## config.mk

```make
export PLATFORM = sky130hd
export DESIGN_NAME = hmmf_ctrl
export DESIGN_NICKNAME = d
export VERILOG_FILES = /design/src/design/hmmf_pkg.sv /design/src/design/hmmf_ctrl.sv
export VERILOG_INCLUDE_DIRS = /design/src /design/src/design
export SDC_FILE = /design/constraint.sdc
export NUM_CORES = 1
export LEC_CHECK = 0
export BUFFER_PORTS_ARGS = -buffer_cell sky130_fd_sc_hd__buf_4
export CORE_MARGIN = 2
export CORE_UTILIZATION = 30
export DETAILED_ROUTE_END_ITERATION = 10
export PLACE_DENSITY = 0.57
export SLEW_MARGIN = 5
export SYNTH_ARGS = -nofsm -noshare
export SYNTH_HDL_FRONTEND = slang
export SYNTH_SLANG_ARGS = --single-unit
```

## constraint.sdc

```tcl
create_clock -name clk -period 2.6 [get_ports clk]
set_input_delay 0.13 -clock clk [delete_from_list [all_inputs] [get_ports clk]]
set_output_delay 0.13 -clock clk [all_outputs]
set_load 0.01 [all_outputs]
```

## src/design/hmm_forward_probability_defines.svh

```systemverilog
// Assertion macros shared by the forward-probability design files.
`ifndef HMM_FORWARD_PROBABILITY_DEFINES_SVH
`define HMM_FORWARD_PROBABILITY_DEFINES_SVH
`ifndef SYNTHESIS
`define HMM_ASSERT(label, clk, rst_n, prop, msg) \
	label: assert property (@(posedge clk) disable iff (!rst_n) prop) else $error(msg);
`define HMM_ASSERT_NORST(label, clk, prop, msg) \
	label: assert property (@(posedge clk) prop) else $error(msg);
`else
`define HMM_ASSERT(label, clk, rst_n, prop, msg)
`define HMM_ASSERT_NORST(label, clk, prop, msg)
`endif
`endif

```

## src/design/hmmf_pkg.sv

```systemverilog
// Shared types, constants and commands for the HMM forward-probability block.
`default_nettype none
package hmmf_pkg;
	localparam int MAX_STATES_D  = 16;
	localparam int MAX_SYMBOLS_D = 256;
	localparam int PROB_BITS_D   = 32;

	localparam logic [2:0] ACT_LOAD_TRANS = 3'd0;
	localparam logic [2:0] ACT_LOAD_EMIT  = 3'd1;
	localparam logic [2:0] ACT_LOAD_INIT  = 3'd2;
	localparam logic [2:0] ACT_OBSERVE    = 3'd3;
	localparam logic [2:0] ACT_QUERY      = 3'd4;

	localparam logic [2:0] ST_ACCEPTED  = 3'd0;
	localparam logic [2:0] ST_VALID     = 3'd1;
	localparam logic [2:0] ST_BAD_STATE = 3'd2;
	localparam logic [2:0] ST_NO_OBS    = 3'd3;
	localparam logic [2:0] ST_BAD_SYM   = 3'd4;
	localparam logic [2:0] ST_BAD_LOAD  = 3'd5;

	localparam logic [0:0] CFG_STATES  = 1'b0;
	localparam logic [0:0] CFG_SYMBOLS = 1'b1;

	// Commands from the controller to the datapath.
	typedef struct packed {
		logic clr_acc;    // zero the accumulator
		logic mac;        // acc += trans[s][p] * alpha[p], reads issued this cycle
		logic mac_take;   // product of the previous read is ready to accumulate
		logic rd_emit;    // read emission[s][sym] and the selected base
		logic use_init;   // base is the initial value instead of the accumulator
		logic fin_mul;    // multiply base by emission
		logic wr_next;    // write the finished value into the next-alpha buffer
		logic zero_next;  // write zero into the next-alpha buffer
		logic commit;     // copy next-alpha into alpha
		logic fin_query;  // latch the result field
	} hmmf_cmd_t;
endpackage
`default_nettype wire

```

## src/design/hmmf_ctrl.sv

```systemverilog
// Controller: decodes items, checks indices and sequences the forward recursion.
`default_nettype none
`include "hmm_forward_probability_defines.svh"
module hmmf_ctrl #(
	parameter int MAX_STATES  = hmmf_pkg::MAX_STATES_D,
	parameter int MAX_SYMBOLS = hmmf_pkg::MAX_SYMBOLS_D,
	parameter int SW = $clog2(MAX_STATES),
	parameter int YW = $clog2(MAX_SYMBOLS)
) (
	input  wire                       clk,
	input  wire                       arst_n,
	input  wire                       in_valid,
	output logic                      in_ready,
	input  wire [2:0]                 action,
	input  wire [3:0]                 row_index,
	input  wire [7:0]                 column_index,
	input  wire [7:0]                 symbol,
	input  wire [3:0]                 hidden_state,
	input  wire                       cfg_valid,
	output logic                      cfg_ready,
	input  wire                       cfg_index,
	input  wire [8:0]                 cfg_data,
	output hmmf_pkg::hmmf_cmd_t       cmd,
	output logic [SW-1:0]             s_idx,
	output logic [SW-1:0]             p_idx,
	output logic [YW-1:0]             sym_idx,
	output logic                      wr_trans,
	output logic                      wr_emit,
	output logic                      wr_init,
	output logic [SW-1:0]             ld_row,
	output logic [YW-1:0]             ld_col,
	output logic                      out_valid,
	input  wire                       out_ready,
	output logic [2:0]                status,
	output logic                      prob_sel
);
	import hmmf_pkg::*;

	typedef enum logic [2:0] {S_IDLE, S_MAC, S_DRAIN, S_EMIT, S_WAIT, S_STORE, S_DONE} state_t;
	state_t state_q;

	logic [4:0] states_q;
	logic [8:0] symbols_q;
	logic [SW:0] ns;
	logic [YW:0] nsym;
	logic seen_q, query_q, first_q;
	logic [SW-1:0] s_q, p_q;
	logic [YW-1:0] sym_q;
	logic [1:0] drain_q;
	logic [1:0] mac_pipe_q;
	logic accept, busy_out;
	logic [2:0] chk;
	logic row_ok, col_st_ok, col_sym_ok, sym_ok, hs_ok;

	always_comb begin
		if (states_q == 5'd0) ns = (SW+1)'(1);
		else if (32'(states_q) > MAX_STATES) ns = (SW+1)'(MAX_STATES);
		else ns = (SW+1)'(states_q);
		if (symbols_q == 9'd0) nsym = (YW+1)'(1);
		else if (32'(symbols_q) > MAX_SYMBOLS) nsym = (YW+1)'(MAX_SYMBOLS);
		else nsym = (YW+1)'(symbols_q);
	end

	assign row_ok     = 32'(row_index) < 32'(ns);
	assign col_st_ok  = 32'(column_index) < 32'(ns);
	assign col_sym_ok = 32'(column_index) < 32'(nsym);
	assign sym_ok     = 32'(symbol) < 32'(nsym);
	assign hs_ok      = 32'(hidden_state) < 32'(ns);

	// A new item may enter in the cycle the pending result is taken.
	assign in_ready  = (state_q == S_IDLE) && (!out_valid || out_ready);
	assign cfg_ready = 1'b1;
	assign accept    = in_valid && in_ready;
	assign busy_out  = out_valid && !out_ready;

	always_comb begin
		chk = ST_ACCEPTED;
		unique case (action)
			ACT_LOAD_TRANS: if (!row_ok || !col_st_ok) chk = ST_BAD_LOAD;
			ACT_LOAD_EMIT:  if (!row_ok || !col_sym_ok) chk = ST_BAD_LOAD;
			ACT_LOAD_INIT:  if (!row_ok) chk = ST_BAD_LOAD;
			ACT_OBSERVE:    if (!sym_ok) chk = ST_BAD_SYM;
			ACT_QUERY: begin
				if (!hs_ok) chk = ST_BAD_STATE;
				else if (!seen_q) chk = ST_NO_OBS;
				else if (!sym_ok) chk = ST_BAD_SYM;
			end
			default: chk = ST_ACCEPTED;
		endcase
	end

	assign ld_row   = SW'(row_index);
	assign ld_col   = YW'(column_index);
	assign wr_trans = accept && action == ACT_LOAD_TRANS && chk == ST_ACCEPTED;
	assign wr_emit  = accept && action == ACT_LOAD_EMIT && chk == ST_ACCEPTED;
	assign wr_init  = accept && action == ACT_LOAD_INIT && chk == ST_ACCEPTED;
	assign s_idx    = s_q;
	assign p_idx    = p_q;
	assign sym_idx  = sym_q;

	always_comb begin
		cmd = '0;
		cmd.clr_acc   = (state_q == S_IDLE) || (state_q == S_STORE);
		cmd.mac       = state_q == S_MAC;
		cmd.mac_take  = mac_pipe_q[1];
		cmd.rd_emit   = state_q == S_EMIT;
		cmd.use_init  = first_q;
		cmd.wr_next   = state_q == S_STORE && !query_q;
		cmd.zero_next = 1'b0;
		cmd.fin_query = state_q == S_STORE && query_q;
		cmd.commit    = state_q == S_DONE && !query_q;
	end

	// MAC reads and products are registered; mac_pipe_q delays mac_take to match them.
	always_ff @(posedge clk or negedge arst_n) begin
		if (!arst_n) begin
			state_q    <= S_IDLE;
			states_q   <= 5'd16;
			symbols_q  <= 9'd256;
			seen_q     <= 1'b0;
			query_q    <= 1'b0;
			first_q    <= 1'b0;
			s_q        <= '0;
			p_q        <= '0;
			sym_q      <= '0;
			drain_q    <= '0;
			mac_pipe_q <= '0;
			out_valid  <= 1'b0;
			status     <= ST_ACCEPTED;
			prob_sel   <= 1'b0;
		end else begin
			mac_pipe_q <= {mac_pipe_q[0], state_q == S_MAC};
			if (cfg_valid) begin
				if (cfg_index == CFG_STATES) states_q <= cfg_data[4:0];
				else symbols_q <= cfg_data;
			end
			if (out_valid && out_ready && !accept) out_valid <= 1'b0;
			unique case (state_q)
				S_IDLE: if (accept) begin
					sym_q   <= YW'(symbol);
					s_q     <= (action == ACT_QUERY) ? SW'(hidden_state) : '0;
					p_q     <= '0;
					first_q <= !seen_q;
					if ((action == ACT_OBSERVE || action == ACT_QUERY) && chk == ST_ACCEPTED) begin
						query_q   <= action == ACT_QUERY;
						out_valid <= 1'b0;
						state_q   <= seen_q ? S_MAC : S_EMIT;
					end else begin
						out_valid <= 1'b1;
						status    <= chk;
						prob_sel  <= 1'b0;
					end
				end
				S_MAC: begin
					if (32'(p_q) == 32'(ns) - 1) begin
						state_q <= S_DRAIN;
						drain_q <= 2'd0;
					end else p_q <= p_q + SW'(1);
				end
				S_DRAIN: begin
					if (drain_q == 2'd1) state_q <= S_EMIT;
					drain_q <= drain_q + 2'd1;
				end
				S_EMIT:  state_q <= S_WAIT;
				S_WAIT:  state_q <= S_STORE;
				S_STORE: begin
					p_q <= '0;
					if (query_q || 32'(s_q) == 32'(ns) - 1) state_q <= S_DONE;
					else begin
						s_q     <= s_q + SW'(1);
						state_q <= first_q ? S_EMIT : S_MAC;
					end
				end
				S_DONE: if (!busy_out) begin
					seen_q    <= !query_q;
					out_valid <= 1'b1;
					status    <= query_q ? ST_VALID : ST_ACCEPTED;
					prob_sel  <= query_q;
					state_q   <= S_IDLE;
				end
				default: state_q <= S_IDLE;
			endcase
		end
	end

	`HMM_ASSERT(a_no_accept_busy, clk, arst_n, (state_q != S_IDLE) |-> !in_ready, "item accepted during a recursion")
	`HMM_ASSERT(a_p_in_range, clk, arst_n, (state_q == S_MAC) |-> (32'(p_q) < 32'(ns)), "previous-state counter out of range")
	`HMM_ASSERT(a_done_result, clk, arst_n, (state_q == S_DONE && !busy_out) |=> out_valid, "recursion finished without a result")
endmodule
`default_nettype wire

```

# ---- Yosys cells after proc, flatten, opt, wreduce, memory -nomap -nowiden
# Cells that the tools add are included.
dict set report totals {
  elab_cells 139
  output_inout_bits 48
  input_bits 42
  register_bits 45
}
dict set report op_classes {
  bitwise 2
  eq_ne 21
  n_reduce_logical 48
  n_lt_le_gt_ge 7
  mux 43
  n_addsub 4
}
# op n
set op_table {}
lappend op_table {{equality test 4 x 32 -> 1 bit} 2}
lappend op_table {{two-way mux 3 bit} 15}
lappend op_table {{one-hot mux 3 bit (7 select lines)} 1}
lappend op_table {{two-way mux 4 bit} 5}
lappend op_table {{less-than comparator 8 x 9 -> 1 bit} 2}
lappend op_table {{two-way mux 9 bit} 2}
lappend op_table {{logical AND 1 bit} 15}
lappend op_table {{one-hot mux 3 bit (5 select lines)} 1}
lappend op_table {{equality test 3 x 2 -> 1 bit (second input constant)} 4}
lappend op_table {{equality test 3 bit (second input constant)} 4}
lappend op_table {{inequality test 2 bit (second input constant)} 6}
lappend op_table {{one-hot mux 4 bit (3 select lines)} 1}
lappend op_table {{less-than comparator 4 x 5 -> 1 bit} 2}
lappend op_table {{two-way mux 5 bit} 2}
lappend op_table {{AND reduction 2 bit} 5}
lappend op_table {{greater-than comparator 9 bit (second input constant)} 1}
lappend op_table {{logical NOT 3 bit} 3}
lappend op_table {{logical NOT 9 bit} 1}
lappend op_table {{AND reduction 3 bit} 3}
lappend op_table {{adder 4 x 1 -> 4 bit (second input constant)} 2}
lappend op_table {{logical NOT 1 bit} 8}
lappend op_table {{less-than comparator 8 x 5 -> 1 bit} 1}
lappend op_table {{two-way mux 1 bit} 8}
lappend op_table {{one-hot mux 4 bit (2 select lines)} 1}
lappend op_table {{other kinds (17)} 30}

# ---- Depth between registers and ports, before layout
# Gate-level depths: netlist (run 1).
dict set report depth {
  ltp_word 13
  mapped_depth 12
  ltp_nobuf 10
}

# ---- Worst setup path before layout (run 1)
# No wires, ideal clock.
dict set report synth_path {
  kind {reg-to-reg}
  startpoint {register states_q[2]}
  endpoint {register s_q[1] (netlist: s_idx[1])}
  stages_incl_launch_ff 13
  t_arrival_ns 2.488
  n_path_buf 2
  path_slack_ns -0.016
  setup_time_ns 0.128
  path_cell_list {dfrtp_1 > buf_6 > nor3_1 > o21ai_2 > ha_1 > clkbuf_1 > xor2_1 > a21o_2 > a32oi_1 > nor4_2 > nor2_1 > a21oi_2 > mux2_1}
}
dict set report synth_via {
  elab_chain_cells 8
  elab_cells_between_ends 9
}
# item line
set synth_rtl {}
lappend synth_rtl {{start: declaration} hmmf_ctrl.sv:42} ;# logic [4:0] states_q;
lappend synth_rtl {{start signal: assignment} hmmf_ctrl.sv:134} ;# if (cfg_index == CFG_STATES) states_q <= cfg_data[4:0];
lappend synth_rtl {{greater-than comparator 5 bit} hmmf_ctrl.sv:57} ;# else if (32'(states_q) > MAX_STATES) ns = (SW+1)'(MAX_STATES);
lappend synth_rtl {{two-way mux 5 bit} hmmf_ctrl.sv:57}
lappend synth_rtl {{two-way mux 5 bit (*)} hmmf_ctrl.sv:56} ;# if (states_q == 5'd0) ns = (SW+1)'(1);
lappend synth_rtl {{subtractor 5 x 1 -> 6 bit (*)} hmmf_ctrl.sv:168} ;# if (query_q || 32'(s_q) == 32'(ns) - 1) state_q <= S_DONE;
lappend synth_rtl {{equality test 4 x 32 -> 1 bit (*)} hmmf_ctrl.sv:168}
lappend synth_rtl {{logical OR 1 bit (*)} hmmf_ctrl.sv:168}
lappend synth_rtl {{inequality test 2 bit (no source line) (*)} n/a}
lappend synth_rtl {{AND reduction 3 bit (no source line) (*)} n/a}
lappend synth_rtl {{end signal: assignment} hmmf_ctrl.sv:141} ;# s_q <= (action == ACT_QUERY) ? SW'(hidden_state) : '0;
lappend synth_rtl {{end signal: assignment} hmmf_ctrl.sv:170} ;# s_q <= s_q + SW'(1);
lappend synth_rtl {{end: declaration} hmmf_ctrl.sv:47} ;# logic [SW-1:0] s_q, p_q;
# Mark *: on every way between the ends. The rest lies on a longest branch, timed or not.
# A chain may end at the register's enable or synchronous reset.

# ---- Final worst setup path (run 1)
dict set report layout_path {
  startpoint {register states_q[4]}
  endpoint {output wr_init}
}
dict set report layout_via {
  elab_chain_cells 10
  elab_cells_between_ends 18
}
# item line
set layout_rtl {}
lappend layout_rtl {{greater-than comparator 5 bit} hmmf_ctrl.sv:57}
lappend layout_rtl {{two-way mux 5 bit} hmmf_ctrl.sv:57}
lappend layout_rtl {{two-way mux 5 bit (*)} hmmf_ctrl.sv:56}
lappend layout_rtl {{less-than comparator 8 x 5 -> 1 bit / less-than comparator 4 x 5 -> 1 bit (equally long branches)} {hmmf_ctrl.sv:65, hmmf_ctrl.sv:64}}
lappend layout_rtl {{logical NOT 1 bit (on tied branches)} n/a}
lappend layout_rtl {{logical OR 1 bit (on tied branches)} {hmmf_ctrl.sv:79, hmmf_ctrl.sv:80}}
lappend layout_rtl {{two-way mux 3 bit (on tied branches)} {hmmf_ctrl.sv:79, hmmf_ctrl.sv:80}}
lappend layout_rtl {{one-hot mux 3 bit (5 select lines) (*)} hmmf_ctrl.sv:78} ;# unique case (action)
lappend layout_rtl {{logical NOT 3 bit (*)} hmmf_ctrl.sv:96} ;# assign wr_init = accept && action == ACT_LOAD_INIT && chk == ST_ACCEPTED;
lappend layout_rtl {{logical AND 1 bit (*)} hmmf_ctrl.sv:96}
lappend layout_rtl {{end: declaration} hmmf_ctrl.sv:29} ;# output logic wr_init,
# Marks and branches as above.

==> flow_metrics.py, run 1 <==
metrics = {
    "outcome": {
        "run_status": "finished with violations",
        "violations": "setup timing",
    },
    "synth": {
        "synth-seq-cells": 45,
        "synth_sequential_area_ratio": 0.3508,
        "async_reset_ff_frac": 1.000,
        "synth_fa_ha_area_frac": 0.1089,
        "count_of_flip_flops_with_a_built_in_enable_after_synthesis": 0,
        "synthXorXnorAreaFrac": 0.03267,
        "dominantRegCellSynth": "sky130_fd_sc_hd__dfrtp_1",
        "yosys.area_share.simple": 0.2198,
        "post_synth_instance_area_um2": 3217,
        "yosys.cell_types.count": 68,
        "synth.mux.area_fraction": 0.05212,
        "number_of_warnings_printed_during_yosys_synthesis": 0,
        "dominant_combinational_cell_family_by_area_after_synthesis": "simple AND/OR/NAND/NOR gates",
        "synth_cells": 350,
        "fraction_of_the_mapped_netlist_area_in_compound_gates": 0.1653,
        "postSynthAreaPerCell_um2": 9.191,
    },
    "global_routing": {
        "grt_overflow": 0,
        "antenna_found_initial": 0,
        "gr-usage-all-layers": 0.1623,
        "grt_pass1_vias": 2922,
        "grt_first_pass_wirelength_um": 14900,
        "maximum_number_of_pins_on_one_net_before_global_route_repair": 46,
    },
    "timing": {
        "holdWs_ns": 0.02414,
        "worst-slew-pin-transition_ns": 0.5934,
        "fin_skew_ns": 0.01363,
        "final.period_utilization": 1.062,
        "fmax_mhz": 362.1,
        "setup_ws_ns": -0.1617,
        "finalSetupViolCount": 3,
        "max_slew_margin": 0.6044,
        "maxSlewViolCount": 0,
        "timing.final.crit_period_ns": 2.762,
        "hold_viol_final": 0,
        "grt_setup_unrepaired": "yes",
    },
    "worst_setup_path": {
        "worstSetupPathType": "flip-flop to output pin",
        "startpoint_type": "flip-flop",
        "crit_path_max_fanout": 7,
        "critical_path_required_ns": 2.47,
        "critPathArrivalTime_ns": 2.63,
        "endpoint_kind": "output pin",
    },
    "route": {
        "wire_per_inst_um": 15.59,
        "drt_pre_antenna_iters": 4,
        "totalWireLength_um": 9133,
        "starting_drt_drc_count": 117,
        "vias": 2917,
        "drc_errors": 0,
        "vias_per_cell": 4.978,
        "ant_nets": 0,
    },
    "die": {
        "core-area_um2": 10370,
        "num_io_pins": 90,
        "row_count": 37,
        "die_w_um": 107.6,
        "die_area_um2": 11570,
        "die_h_um": 107.6,
        "initial_utilization": 0.3102,
    },
    "clocking": {
        "htreeDepth": 2,
        "clockBufferDepth": 2,
        "cts.sink_count": 45,
        "clk_pin_slew_ns": 0.08,
        "numCtsBuffers": 5,
        "ctsRootBufferMaster": "sky130_fd_sc_hd__clkbuf_8",
        "cts_tree": "yes",
        "worstSkewPairLatency_ns": 0.31,
    },
    "place": {
        "place_hpwl_um": 6957,
        "placed_cells_incl_taps": 563,
        "numPortBuffers": 86,
        "place.gp.congestion": 0.8028,
    },
    "finish": {
        "n_fill_cell": 1048,
        "mostFrequentLayoutCells": "sky130_fd_sc_hd__buf_4, sky130_fd_sc_hd__nand2_1, sky130_fd_sc_hd__dfrtp_1, sky130_fd_sc_hd__ha_1, sky130_fd_sc_hd__a21oi_1",
        "mostFrequentLayoutCell": "sky130_fd_sc_hd__buf_4",
        "drive_gt1_frac": 0.3956,
        "finalNetCount": 519,
        "n_antenna_cell": 0,
        "finish.cell_count_without_fillers": 586,
        "fin_util": 0.4211,
        "synth_to_layout_area_growth_pct": 35.74,
    },
    "pwr": {
        "power_density_nw_per_um2": 801.9,
        "p_leak_nw": 2.047,
        "max-vdd-ir-drop_mv": 0.2850,
    },
    "min_path": {
        "min_path_type": "input pin to flip-flop",
    },
    "job": {
        "max_cap_violations": 0,
    },
}
[worst max-delay path: stages, from the launching register on]
cell	delay [ns]
sky130_fd_sc_hd__dfstp_2	0.56
sky130_fd_sc_hd__inv_4	0.06
sky130_fd_sc_hd__nand2_2	0.09
sky130_fd_sc_hd__ha_1	0.24
sky130_fd_sc_hd__and4_1	0.22
sky130_fd_sc_hd__a21oi_2	0.19
sky130_fd_sc_hd__o2111ai_2	0.14
sky130_fd_sc_hd__o211ai_1	0.13
sky130_fd_sc_hd__nor3b_2	0.22
sky130_fd_sc_hd__buf_4	0.15
sky130_fd_sc_hd__and4bb_2	0.23
sky130_fd_sc_hd__buf_6	0.10
[registers in the layout (all words and copies together), names as in the netlist]
| register | cells |
|---|---|
| prob_sel | 1 |
| query_q | 1 |
| status | 3 |
| states_q | 5 |
| seen_q | 1 |
| mac_pipe_q | 2 |
| drain_q | 2 |
| first_q | 1 |
| symbols_q | 9 |
| s_idx | 4 |
| state_q | 3 |
| p_idx | 4 |
| out_valid | 1 |
| sym_idx | 8 |
[cells in the mapped netlist, types with 2 or more instances]
cell type	n	area (um2)
sky130_fd_sc_hd__xnor2_1	8	70.07
sky130_fd_sc_hd__nor2_1	13	48.80
sky130_fd_sc_hd__ha_1	28	350.3
sky130_fd_sc_hd__xor2_1	4	35.03
sky130_fd_sc_hd__a32o_1	3	30.03
sky130_fd_sc_hd__clkbuf_1	11	41.29
sky130_fd_sc_hd__nand4_1	2	12.51
sky130_fd_sc_hd__buf_4	17	127.6
sky130_fd_sc_hd__a41o_1	2	20.02
sky130_fd_sc_hd__nand3b_1	3	22.52
sky130_fd_sc_hd__conb_1	2	7.510
sky130_fd_sc_hd__a21o_2	2	17.52
sky130_fd_sc_hd__nor3_1	13	65.06
sky130_fd_sc_hd__and2_1	7	43.79
sky130_fd_sc_hd__nand2b_1	12	75.07
sky130_fd_sc_hd__a31oi_1	2	12.51
sky130_fd_sc_hd__nor4_1	5	31.28
sky130_fd_sc_hd__a211o_1	2	17.52
sky130_fd_sc_hd__o211ai_1	2	15.01
sky130_fd_sc_hd__a21oi_1	22	110.1
sky130_fd_sc_hd__o21a_1	2	15.01
sky130_fd_sc_hd__o22a_1	3	26.28
sky130_fd_sc_hd__nand4b_1	2	17.52
sky130_fd_sc_hd__and3_1	2	12.51
sky130_fd_sc_hd__dfrtp_1	43	1076
sky130_fd_sc_hd__a2bb2oi_1	2	17.52
sky130_fd_sc_hd__mux2_2	13	146.4
sky130_fd_sc_hd__o21ai_0	10	50.05
sky130_fd_sc_hd__inv_1	8	30.03
sky130_fd_sc_hd__a32oi_1	4	35.03
sky130_fd_sc_hd__nor3b_1	2	15.01
sky130_fd_sc_hd__dfstp_2	2	52.55
sky130_fd_sc_hd__o22ai_1	2	12.51
sky130_fd_sc_hd__nor2b_1	6	37.54
sky130_fd_sc_hd__nand2_1	56	210.2
[where the power goes]
| group | internal, mW | total (mW) | leakage (nW) | switching, mW |
|---|---|---|---|---|
| Sequential | 0.933 | 1.16 | 0.556 | 0.226 |
| Combinational | 0.934 | 1.89 | 1.45 | 0.951 |
| Clock | 0.217 | 0.457 | 0.0455 | 0.240 |
| Total | 2.08 | 3.50 | 2.05 | 1.42 |
[per-layer routing]
layer / GRT usage / wire (um) / up-vias / share of wire
met1: 0.2320 / 4525 / 1408 / 0.50
li1: - / - / 1435 / -
met4: 0.05037 / 153 / 0 / 0.017
met3: 0.02119 / 347 / 10 / 0.038
met5: 0 / 0 / - / 0
met2: 0.2538 / 4106 / 64 / 0.45
[what timing repair did]
item                                   in CTS  in global routing
pin swaps                                   5                  8
resized for setup                          16                 14
gates cloned                                0                  0
endpoints found under the hold margin      43                  0
buffers inserted                            4                 10
setup endpoints to repair                   4                 20
hold buffers                                1                  0
[worst paths after layout]
check | from | endpoint | slack (ns) | depth (start not counted)
max | states_q[4] | wr_init | -0.16 | 11
min reg2reg | mac_pipe_q[0] | mac_pipe_q[1] | 0.35 | 0
max reg2reg | states_q[4] | query_q | 0.08 | 9
min | symbol[6] | sym_idx[6] | 0.02 | 3
max in group asynchronous | arst_n | symbols_q[5] | 1.83 | 2
min in group asynchronous | arst_n | drain_q[1] | 0.37 | 2
[stage by stage]
stage	setup slack, ns	cell area [um2]	total power, mW	setup TNS, ns
after CTS	-0.1322	4215	3.464	-0.2177
final	-0.1617	4367	3.502	-0.3299
after floorplan	0.07705	3223	2.236	0
after global placement	0.05328	4004	2.921	0
after global routing	-0.2547	4367	3.787	-0.7206
after detailed placement	-0.0003977	4004	2.941	-0.0003977
[logic make-up (layout without fill, tap and decap cells)]
logic type	after synthesis	after routing
AND/OR/NAND/NOR	134	134
XOR/XNOR	12	12
other	2	3
AO/OA/AOI/OAI	75	75
flip-flops	45	45
adder cells (fa/ha/maj)	28	28
multiplexers	15	15
buffers and inverters	39	138
[cell type report]
type / instances / area [um2] / area share
clock buffers: 8 / 90.09 / 0.02063
inverters: 9 / 36.28 / 0.008309
repair buffers: 121 / 929.6 / 0.2129
flip-flops and latches: 45 / 1129 / 0.2585
multi-input cells: 267 / 2012 / 0.4607
well taps: 136 / 170.2 / 0.03897
(Power assumes the default switching activity.)
==> run 2: changes to the inputs <==
--- a/config.mk
+++ b/config.mk
@@ -8,9 +8,9 @@
 export LEC_CHECK = 0
 export BUFFER_PORTS_ARGS = -buffer_cell sky130_fd_sc_hd__buf_4
 export CORE_MARGIN = 2
-export CORE_UTILIZATION = 30
+export CORE_UTILIZATION = 45
 export DETAILED_ROUTE_END_ITERATION = 10
-export PLACE_DENSITY = 0.57
+export PLACE_DENSITY = 0.77
 export SLEW_MARGIN = 5
 export SYNTH_ARGS = -nofsm -noshare
 export SYNTH_HDL_FRONTEND = slang
==> run 2 against run 1 <==
  * The run still ends with setup timing left
  * Design area down 1.6%
  * Sequential power is essentially flat
  * Final cell count down 8.0%
  * Worst hold slack improved by 0.012 ns
  * Total power down 0.89%
  * Core utilization grew 20 points
  * First-iteration DRC count grew 40%
  * Register-to-register slack worse by 0.05 ns
  * Largest cell class unchanged
==> flow_metrics.py, run 2 (synthesis gave the netlist of run 1 again) <==
metrics = {
    "job": {
        "max_cap_violations": 0,
    },
    "min_path": {
        "hold_path_startpoint": "symbol[1]",
        "hold-path-cell-count": 3,
        "hold-path-endpoint": "sym_idx[1]",
        "min_path_type": "input pin to flip-flop",
    },
    "global_routing": {
        "maximum_number_of_pins_on_one_net_before_global_route_repair": 46,
        "grt_pass1_vias": 2918,
        "gr-usage-met3": 0.03731,
        "grt_util_met1": 0.3158,
        "gr-usage-all-layers": 0.2324,
        "m2_gr_usage": 0.3855,
        "grt_first_pass_wirelength_um": 14210,
        "grt-busiest-layer": "met2",
        "antenna_found_initial": 0,
        "grt_overflow": 0,
    },
    "clocking": {
        "cts_tree": "yes",
        "clockBufferDepth": 2,
        "worstSkewPairLatency_ns": 0.30,
        "clk_pin_slew_ns": 0.08,
        "ctsRootBufferMaster": "sky130_fd_sc_hd__clkbuf_8",
        "numCtsBuffers": 5,
        "cts.sink_count": 45,
        "htreeDepth": 2,
    },
    "place": {
        "place.gp.congestion": 0.8957,
        "numPortBuffers": 86,
        "preCtsSetupSlack_ns": -0.1448,
        "place_hpwl_um": 6612,
    },
    "finish": {
        "mostFrequentLayoutCells": "sky130_fd_sc_hd__buf_4, sky130_fd_sc_hd__nand2_1, sky130_fd_sc_hd__dfrtp_1, sky130_fd_sc_hd__ha_1, sky130_fd_sc_hd__a21oi_1",
        "synth_to_layout_area_growth_pct": 33.61,
        "n_antenna_cell": 0,
        "number_of_flip_flops_under_the_largest_register_name": 9,
        "finalNetCount": 512,
        "largest_register": "symbols_q",
        "drive_gt1_frac": 0.3928,
        "n_fill_cell": 568,
        "mostFrequentLayoutCell": "sky130_fd_sc_hd__buf_4",
    },
    "worst_setup_path": {
        "worstSetupPathType": "flip-flop to output pin",
        "crit_path_cell_trace": "buf_6 -> nand2b_4 -> ha_4 -> nand4b_1 -> nor4_2 -> o211ai_1 -> nor3b_4 -> buf_4 -> and2_4 -> buf_6",
        "critical_path_cell_with_the_highest_stage_delay": "sky130_fd_sc_hd__dfstp_2",
        "critPathBufInv": 3,
        "startpoint_type": "flip-flop",
        "endpoint_kind": "output pin",
        "crit_family": "simple AND/OR/NAND/NOR gates",
        "worst_r2r_startpoint": "symbols_q[8]",
        "critical_path.reg2reg.endpoint": "status[2]",
        "critPathArrivalTime_ns": 2.60,
        "critical_path_required_ns": 2.47,
        "worst-r2r-setup-slack_ns": 0.03,
        "critical-path-max-stage-delay_ns": 0.58,
        "timing.reg2reg.worst_path_depth": 11,
        "crit_path_max_fanout": 6,
        "path_common_cell": "sky130_fd_sc_hd__buf_6",
    },
    "route": {
        "totalWireLength_um": 9112,
        "starting_drt_drc_count": 164,
        "drt_pre_antenna_iters": 4,
        "ant_nets": 0,
        "vias": 3009,
        "drc_errors": 0,
        "wire_per_inst_um": 16.91,
        "vias_per_cell": 5.583,
    },
    "timing": {
        "maxSlewViolCount": 0,
        "max_slew_margin": 0.6132,
        "finalSetupViolCount": 3,
        "grt_setup_unrepaired": "yes",
        "fmax_mhz": 365.9,
        "fin_skew_ns": 0.007507,
        "hold_viol_final": 0,
        "final.period_utilization": 1.051,
        "timing.final.crit_period_ns": 2.733,
        "setup-tns-final_ns": -0.2956,
        "setup_ws_ns": -0.1328,
        "worst-slew-pin-transition_ns": 0.5802,
    },
    "pwr": {
        "p_leak_nw": 2.034,
        "power_density_nw_per_um2": 807.5,
        "overall_power_of_the_completed_layout_mw": 3.470,
        "max-vdd-ir-drop_mv": 0.4079,
    },
    "die": {
        "row_count": 30,
        "initial_utilization": 0.4683,
        "core-area_um2": 6869,
        "die_h_um": 88.55,
        "die_area_um2": 7841,
        "num_io_pins": 90,
        "die_w_um": 88.55,
    },
    "outcome": {
        "violations": "setup timing",
        "run_status": "finished with violations",
    },
}
==> run 2: cell types whose count changed in the layout (fill, tap and decap cells not counted), moves of 3 or more <==
cell,delta
sky130_fd_sc_hd__nand2b_1,-3
sky130_fd_sc_hd__nand2b_4,+3
sky130_fd_sc_hd__buf_4,-6
sky130_fd_sc_hd__ha_1,-3
==> run 2: what timing repair did <==
item / CTS / global route
setup endpoints to repair: 5 / 20
hold buffers: 1 / 0
gates cloned: 0 / 0
resized for setup: 17 / 17
pin swaps: 7 / 12
hold endpoints to repair: 43 / 0
buffers inserted: 5 / 6
==> run 2: metal layers <==
metal  wire, um  vias up
met5          0        -
met3        491       16
met4        169        0
met2       4526      106
li1           -     1424
met1       3924     1463
==> run 2: worst min-delay path: cells and delay by family <==
| kind | cells | cell delay [ns] |
|---|---|---|
| AND/OR/NAND/NOR | 2 | 0.09 |
| buffers and inverters | 1 | 0.09 |
==> run 2: where the power goes <==
group | internal (mW) | total (mW) | switching [mW] | leakage (nW)
Clock | 0.189 | 0.426 | 0.237 | 0.0422
Combinational | 0.923 | 1.86 | 0.937 | 1.44
Sequential | 0.932 | 1.18 | 0.252 | 0.556
==> run 2: how the worst max path moves through the flow <==
stage	startpoint	end	slack (ns)	cells after the start
floorplan	states_q[2]	s_idx[1]	0.08	12
finish	symbols_q[8]	wr_emit	-0.13	10
global placement	states_q[4]	wr_emit	0.007	11
detailed placement	states_q[4]	wr_emit	-0.14	11
global route	states_q[4]	wr_emit	-0.20	11
CTS	states_q[4]	wr_emit	-0.07	11
==> run 2: layout make-up <==
cell class                 instances  area (um2)  area share
multi-input combinational        267        2058      0.4789
clock buffer                       7       76.32     0.01776
inverter                           9       36.28    0.008443
clock inverter                     1       5.005    0.001164
timing repair buffer             114       873.3      0.2032
tap                               96       120.1     0.02795
sequential                        45        1129      0.2626
==> run 2: stage by stage <==
stage / utilization / instances / hold slack, ns / cell area (um2)
after floorplan: - / 351 / -0.1656 / 3223
after detailed placement: 0.5712 / 519 / 0.1748 / 3924
after global placement: 0.5712 / 519 / 0.1618 / 3924
after CTS: 0.6031 / 533 / 0.03390 / 4143
final: 0.6257 / 539 / 0.03584 / 4298
after global routing: 0.6257 / 539 / 0.04015 / 4298
==> run 3: changes to the inputs <==
--- a/config.mk
+++ b/config.mk
@@ -7,10 +7,9 @@
 export NUM_CORES = 1
 export LEC_CHECK = 0
 export BUFFER_PORTS_ARGS = -buffer_cell sky130_fd_sc_hd__buf_4
-export CORE_MARGIN = 2
-export CORE_UTILIZATION = 45
+export CORE_UTILIZATION = 25
 export DETAILED_ROUTE_END_ITERATION = 10
-export PLACE_DENSITY = 0.77
+export PLACE_DENSITY = 0.5
 export SLEW_MARGIN = 5
 export SYNTH_ARGS = -nofsm -noshare
 export SYNTH_HDL_FRONTEND = slang
==> run 3 against run 2 <==
  * Sequential share of layout area decreased by 0.66 points
  * Sequential cell count unchanged
  * Design area increased by 2.6%
  * Clock power increased by 48%
  * Critical endpoint is now wr_trans
  * Register-to-register slack got worse by 0.03 ns
  * Routed wire length increased by 4.2%
  * First-iteration DRC count decreased by 54%
  * Non-clock buffer count increased by 3
  * Via count decreased by 3.7%
  * Worst setup slack improved by 0.040 ns
  * Critical path type unchanged
  * Critical path depth increased by 1
  * The run still ends with setup timing left
  * Clock skew about the same
==> flow_metrics.py, run 3 (synthesis gave the netlist of run 1 again) <==
metrics = {
    "finish": {
        "n_antenna_cell": 0,
        "synth_to_layout_area_growth_pct": 37.07,
        "drive_gt1_frac": 0.3812,
        "largest_register": "symbols_q",
        "mostFrequentLayoutCells": "sky130_fd_sc_hd__buf_4, sky130_fd_sc_hd__nand2_1, sky130_fd_sc_hd__dfrtp_1, sky130_fd_sc_hd__ha_1, sky130_fd_sc_hd__a21oi_1",
        "mostFrequentLayoutCell": "sky130_fd_sc_hd__buf_4",
        "fin_util": 0.3508,
        "number_of_flip_flops_under_the_largest_register_name": 9,
        "finalNetCount": 515,
    },
    "worst_setup_path": {
        "crit_path_max_fanout": 6,
        "worstSetupPathType": "flip-flop to output pin",
        "startpoint_type": "flip-flop",
        "critPathArrivalTime_ns": 2.56,
        "critical_path_required_ns": 2.47,
        "timing.reg2reg.worst_path_depth": 11,
        "endpoint_kind": "output pin",
    },
    "place": {
        "numPortBuffers": 86,
        "preCtsSetupSlack_ns": -0.1209,
        "place_hpwl_um": 7486,
        "place.gp.congestion": 0.8015,
    },
    "clocking": {
        "cts.sink_count": 45,
        "numCtsBuffers": 5,
        "ctsRootBufferMaster": "sky130_fd_sc_hd__clkbuf_16",
        "htreeDepth": 2,
        "cts_tree": "yes",
        "clockBufferDepth": 2,
        "clk_pin_slew_ns": 0.06,
        "worstSkewPairLatency_ns": 0.29,
    },
    "timing": {
        "max_slew_margin": 0.5914,
        "worst-slew-pin-transition_ns": 0.6129,
        "hold_viol_final": 0,
        "finalSetupViolCount": 4,
        "fin_skew_ns": 0.007123,
        "fmax_mhz": 371.3,
        "grt_setup_unrepaired": "yes",
        "maxSlewViolCount": 0,
        "final.period_utilization": 1.036,
        "setup_ws_ns": -0.09329,
        "timing.final.crit_period_ns": 2.693,
    },
    "global_routing": {
        "grt_pass1_vias": 2934,
        "maximum_number_of_pins_on_one_net_before_global_route_repair": 46,
        "grt_first_pass_wirelength_um": 15040,
        "grt_overflow": 0,
        "gr-usage-all-layers": 0.1490,
        "antenna_found_initial": 0,
    },
    "pwr": {
        "max-vdd-ir-drop_mv": 0.2658,
        "p_leak_nw": 2.042,
        "power_density_nw_per_um2": 836.4,
    },
    "die": {
        "row_count": 41,
        "die_w_um": 115.4,
        "num_io_pins": 90,
        "die_h_um": 115.4,
        "initial_utilization": 0.2559,
        "die_area_um2": 13330,
        "core-area_um2": 12570,
    },
    "route": {
        "ant_nets": 0,
        "wire_per_inst_um": 15.36,
        "drc_errors": 0,
        "starting_drt_drc_count": 76,
        "drt_pre_antenna_iters": 5,
        "totalWireLength_um": 9493,
        "vias_per_cell": 4.689,
        "vias": 2898,
    },
    "outcome": {
        "run_status": "finished with violations",
        "violations": "setup timing",
    },
    "min_path": {
        "min_path_type": "input pin to flip-flop",
        "hold-path-cell-count": 3,
    },
    "job": {
        "max_cap_violations": 0,
    },
}
[run 3: cell count changes in the layout (fill, tap and decap cells not counted), sizes merged]
cell / before / now
clkbuf: 7 / 8
clkinv: 1 / 0
buf: 113 / 116
[run 3: path summary, 6_finish.rpt]
check / startpoint / end / slack (ns)
setup reg to reg: states_q[4] / query_q / 0
hold reg to reg: mac_pipe_q[0] / mac_pipe_q[1] / 0.35
setup / recovery: states_q[4] / wr_trans / -0.09
min in group asynchronous: arst_n / sym_idx[1] / 0.39
hold / removal: symbol[4] / sym_idx[4] / 0.05
max in group asynchronous: arst_n / s_idx[2] / 1.79
[run 3: metal layers]
metal  share of wire  track usage  vias to the layer above
met4           0.015      0.05281                        0
met5               0            0                        -
met1            0.48       0.1989                     1392
li1                -            -                     1430
met3           0.054      0.03766                        9
met2            0.45       0.2331                       67
[run 3: worst max-delay path, cell delays in order, from the launching register on]
cell and delay (ns):
sky130_fd_sc_hd__dfstp_2 0.56, sky130_fd_sc_hd__inv_4 0.06, sky130_fd_sc_hd__nand2_4 0.08, sky130_fd_sc_hd__ha_4 0.19, sky130_fd_sc_hd__a211o_1 0.26, sky130_fd_sc_hd__a221oi_2 0.17
sky130_fd_sc_hd__o2111ai_1 0.14, sky130_fd_sc_hd__o211ai_1 0.13, sky130_fd_sc_hd__nor3b_2 0.26, sky130_fd_sc_hd__buf_4 0.16, sky130_fd_sc_hd__and3b_1 0.15, sky130_fd_sc_hd__buf_4 0.11
[run 3: cell type report]
class                   count  area (um2)
repair buffers            117       892.1
clock buffers               8       136.4
fillers                  1269        8159
multi-input cells         267        2001
flip-flops and latches     45        1129
well taps                 172       215.2
inverters                   9       36.28
[run 3: where the power goes]
part           total [mW]  switching (mW)  internal, mW
Clock               0.631           0.273         0.358
Combinational        1.90           0.966         0.933
Sequential           1.16           0.223         0.935
[run 3: stage by stage]
| stage | power [mW] | hold slack (ns) | instance area (um2) | TNS (ns) | instances |
|---|---|---|---|---|---|
| finish | 3.688 | 0.04651 | 4409 | -0.2201 | 618 |
| global route | 3.996 | 0.05225 | 4409 | -0.7613 | 618 |
| CTS | 3.659 | 0.04409 | 4308 | -0.2614 | 614 |
| detailed placement | 2.964 | 0.1886 | 4041 | -0.3202 | 598 |
| global placement | 2.934 | 0.1802 | 4041 | -0.05716 | 598 |
| floorplan | 2.236 | -0.1656 | 3223 | 0 | 351 |
[run 3: what timing repair did]
action,CTS,global route
hold buffers,1,0
endpoints found under the hold margin,43,0
setup endpoints to repair,5,22
setup buffers,7,4
resized for setup,14,14
pin swaps,4,6
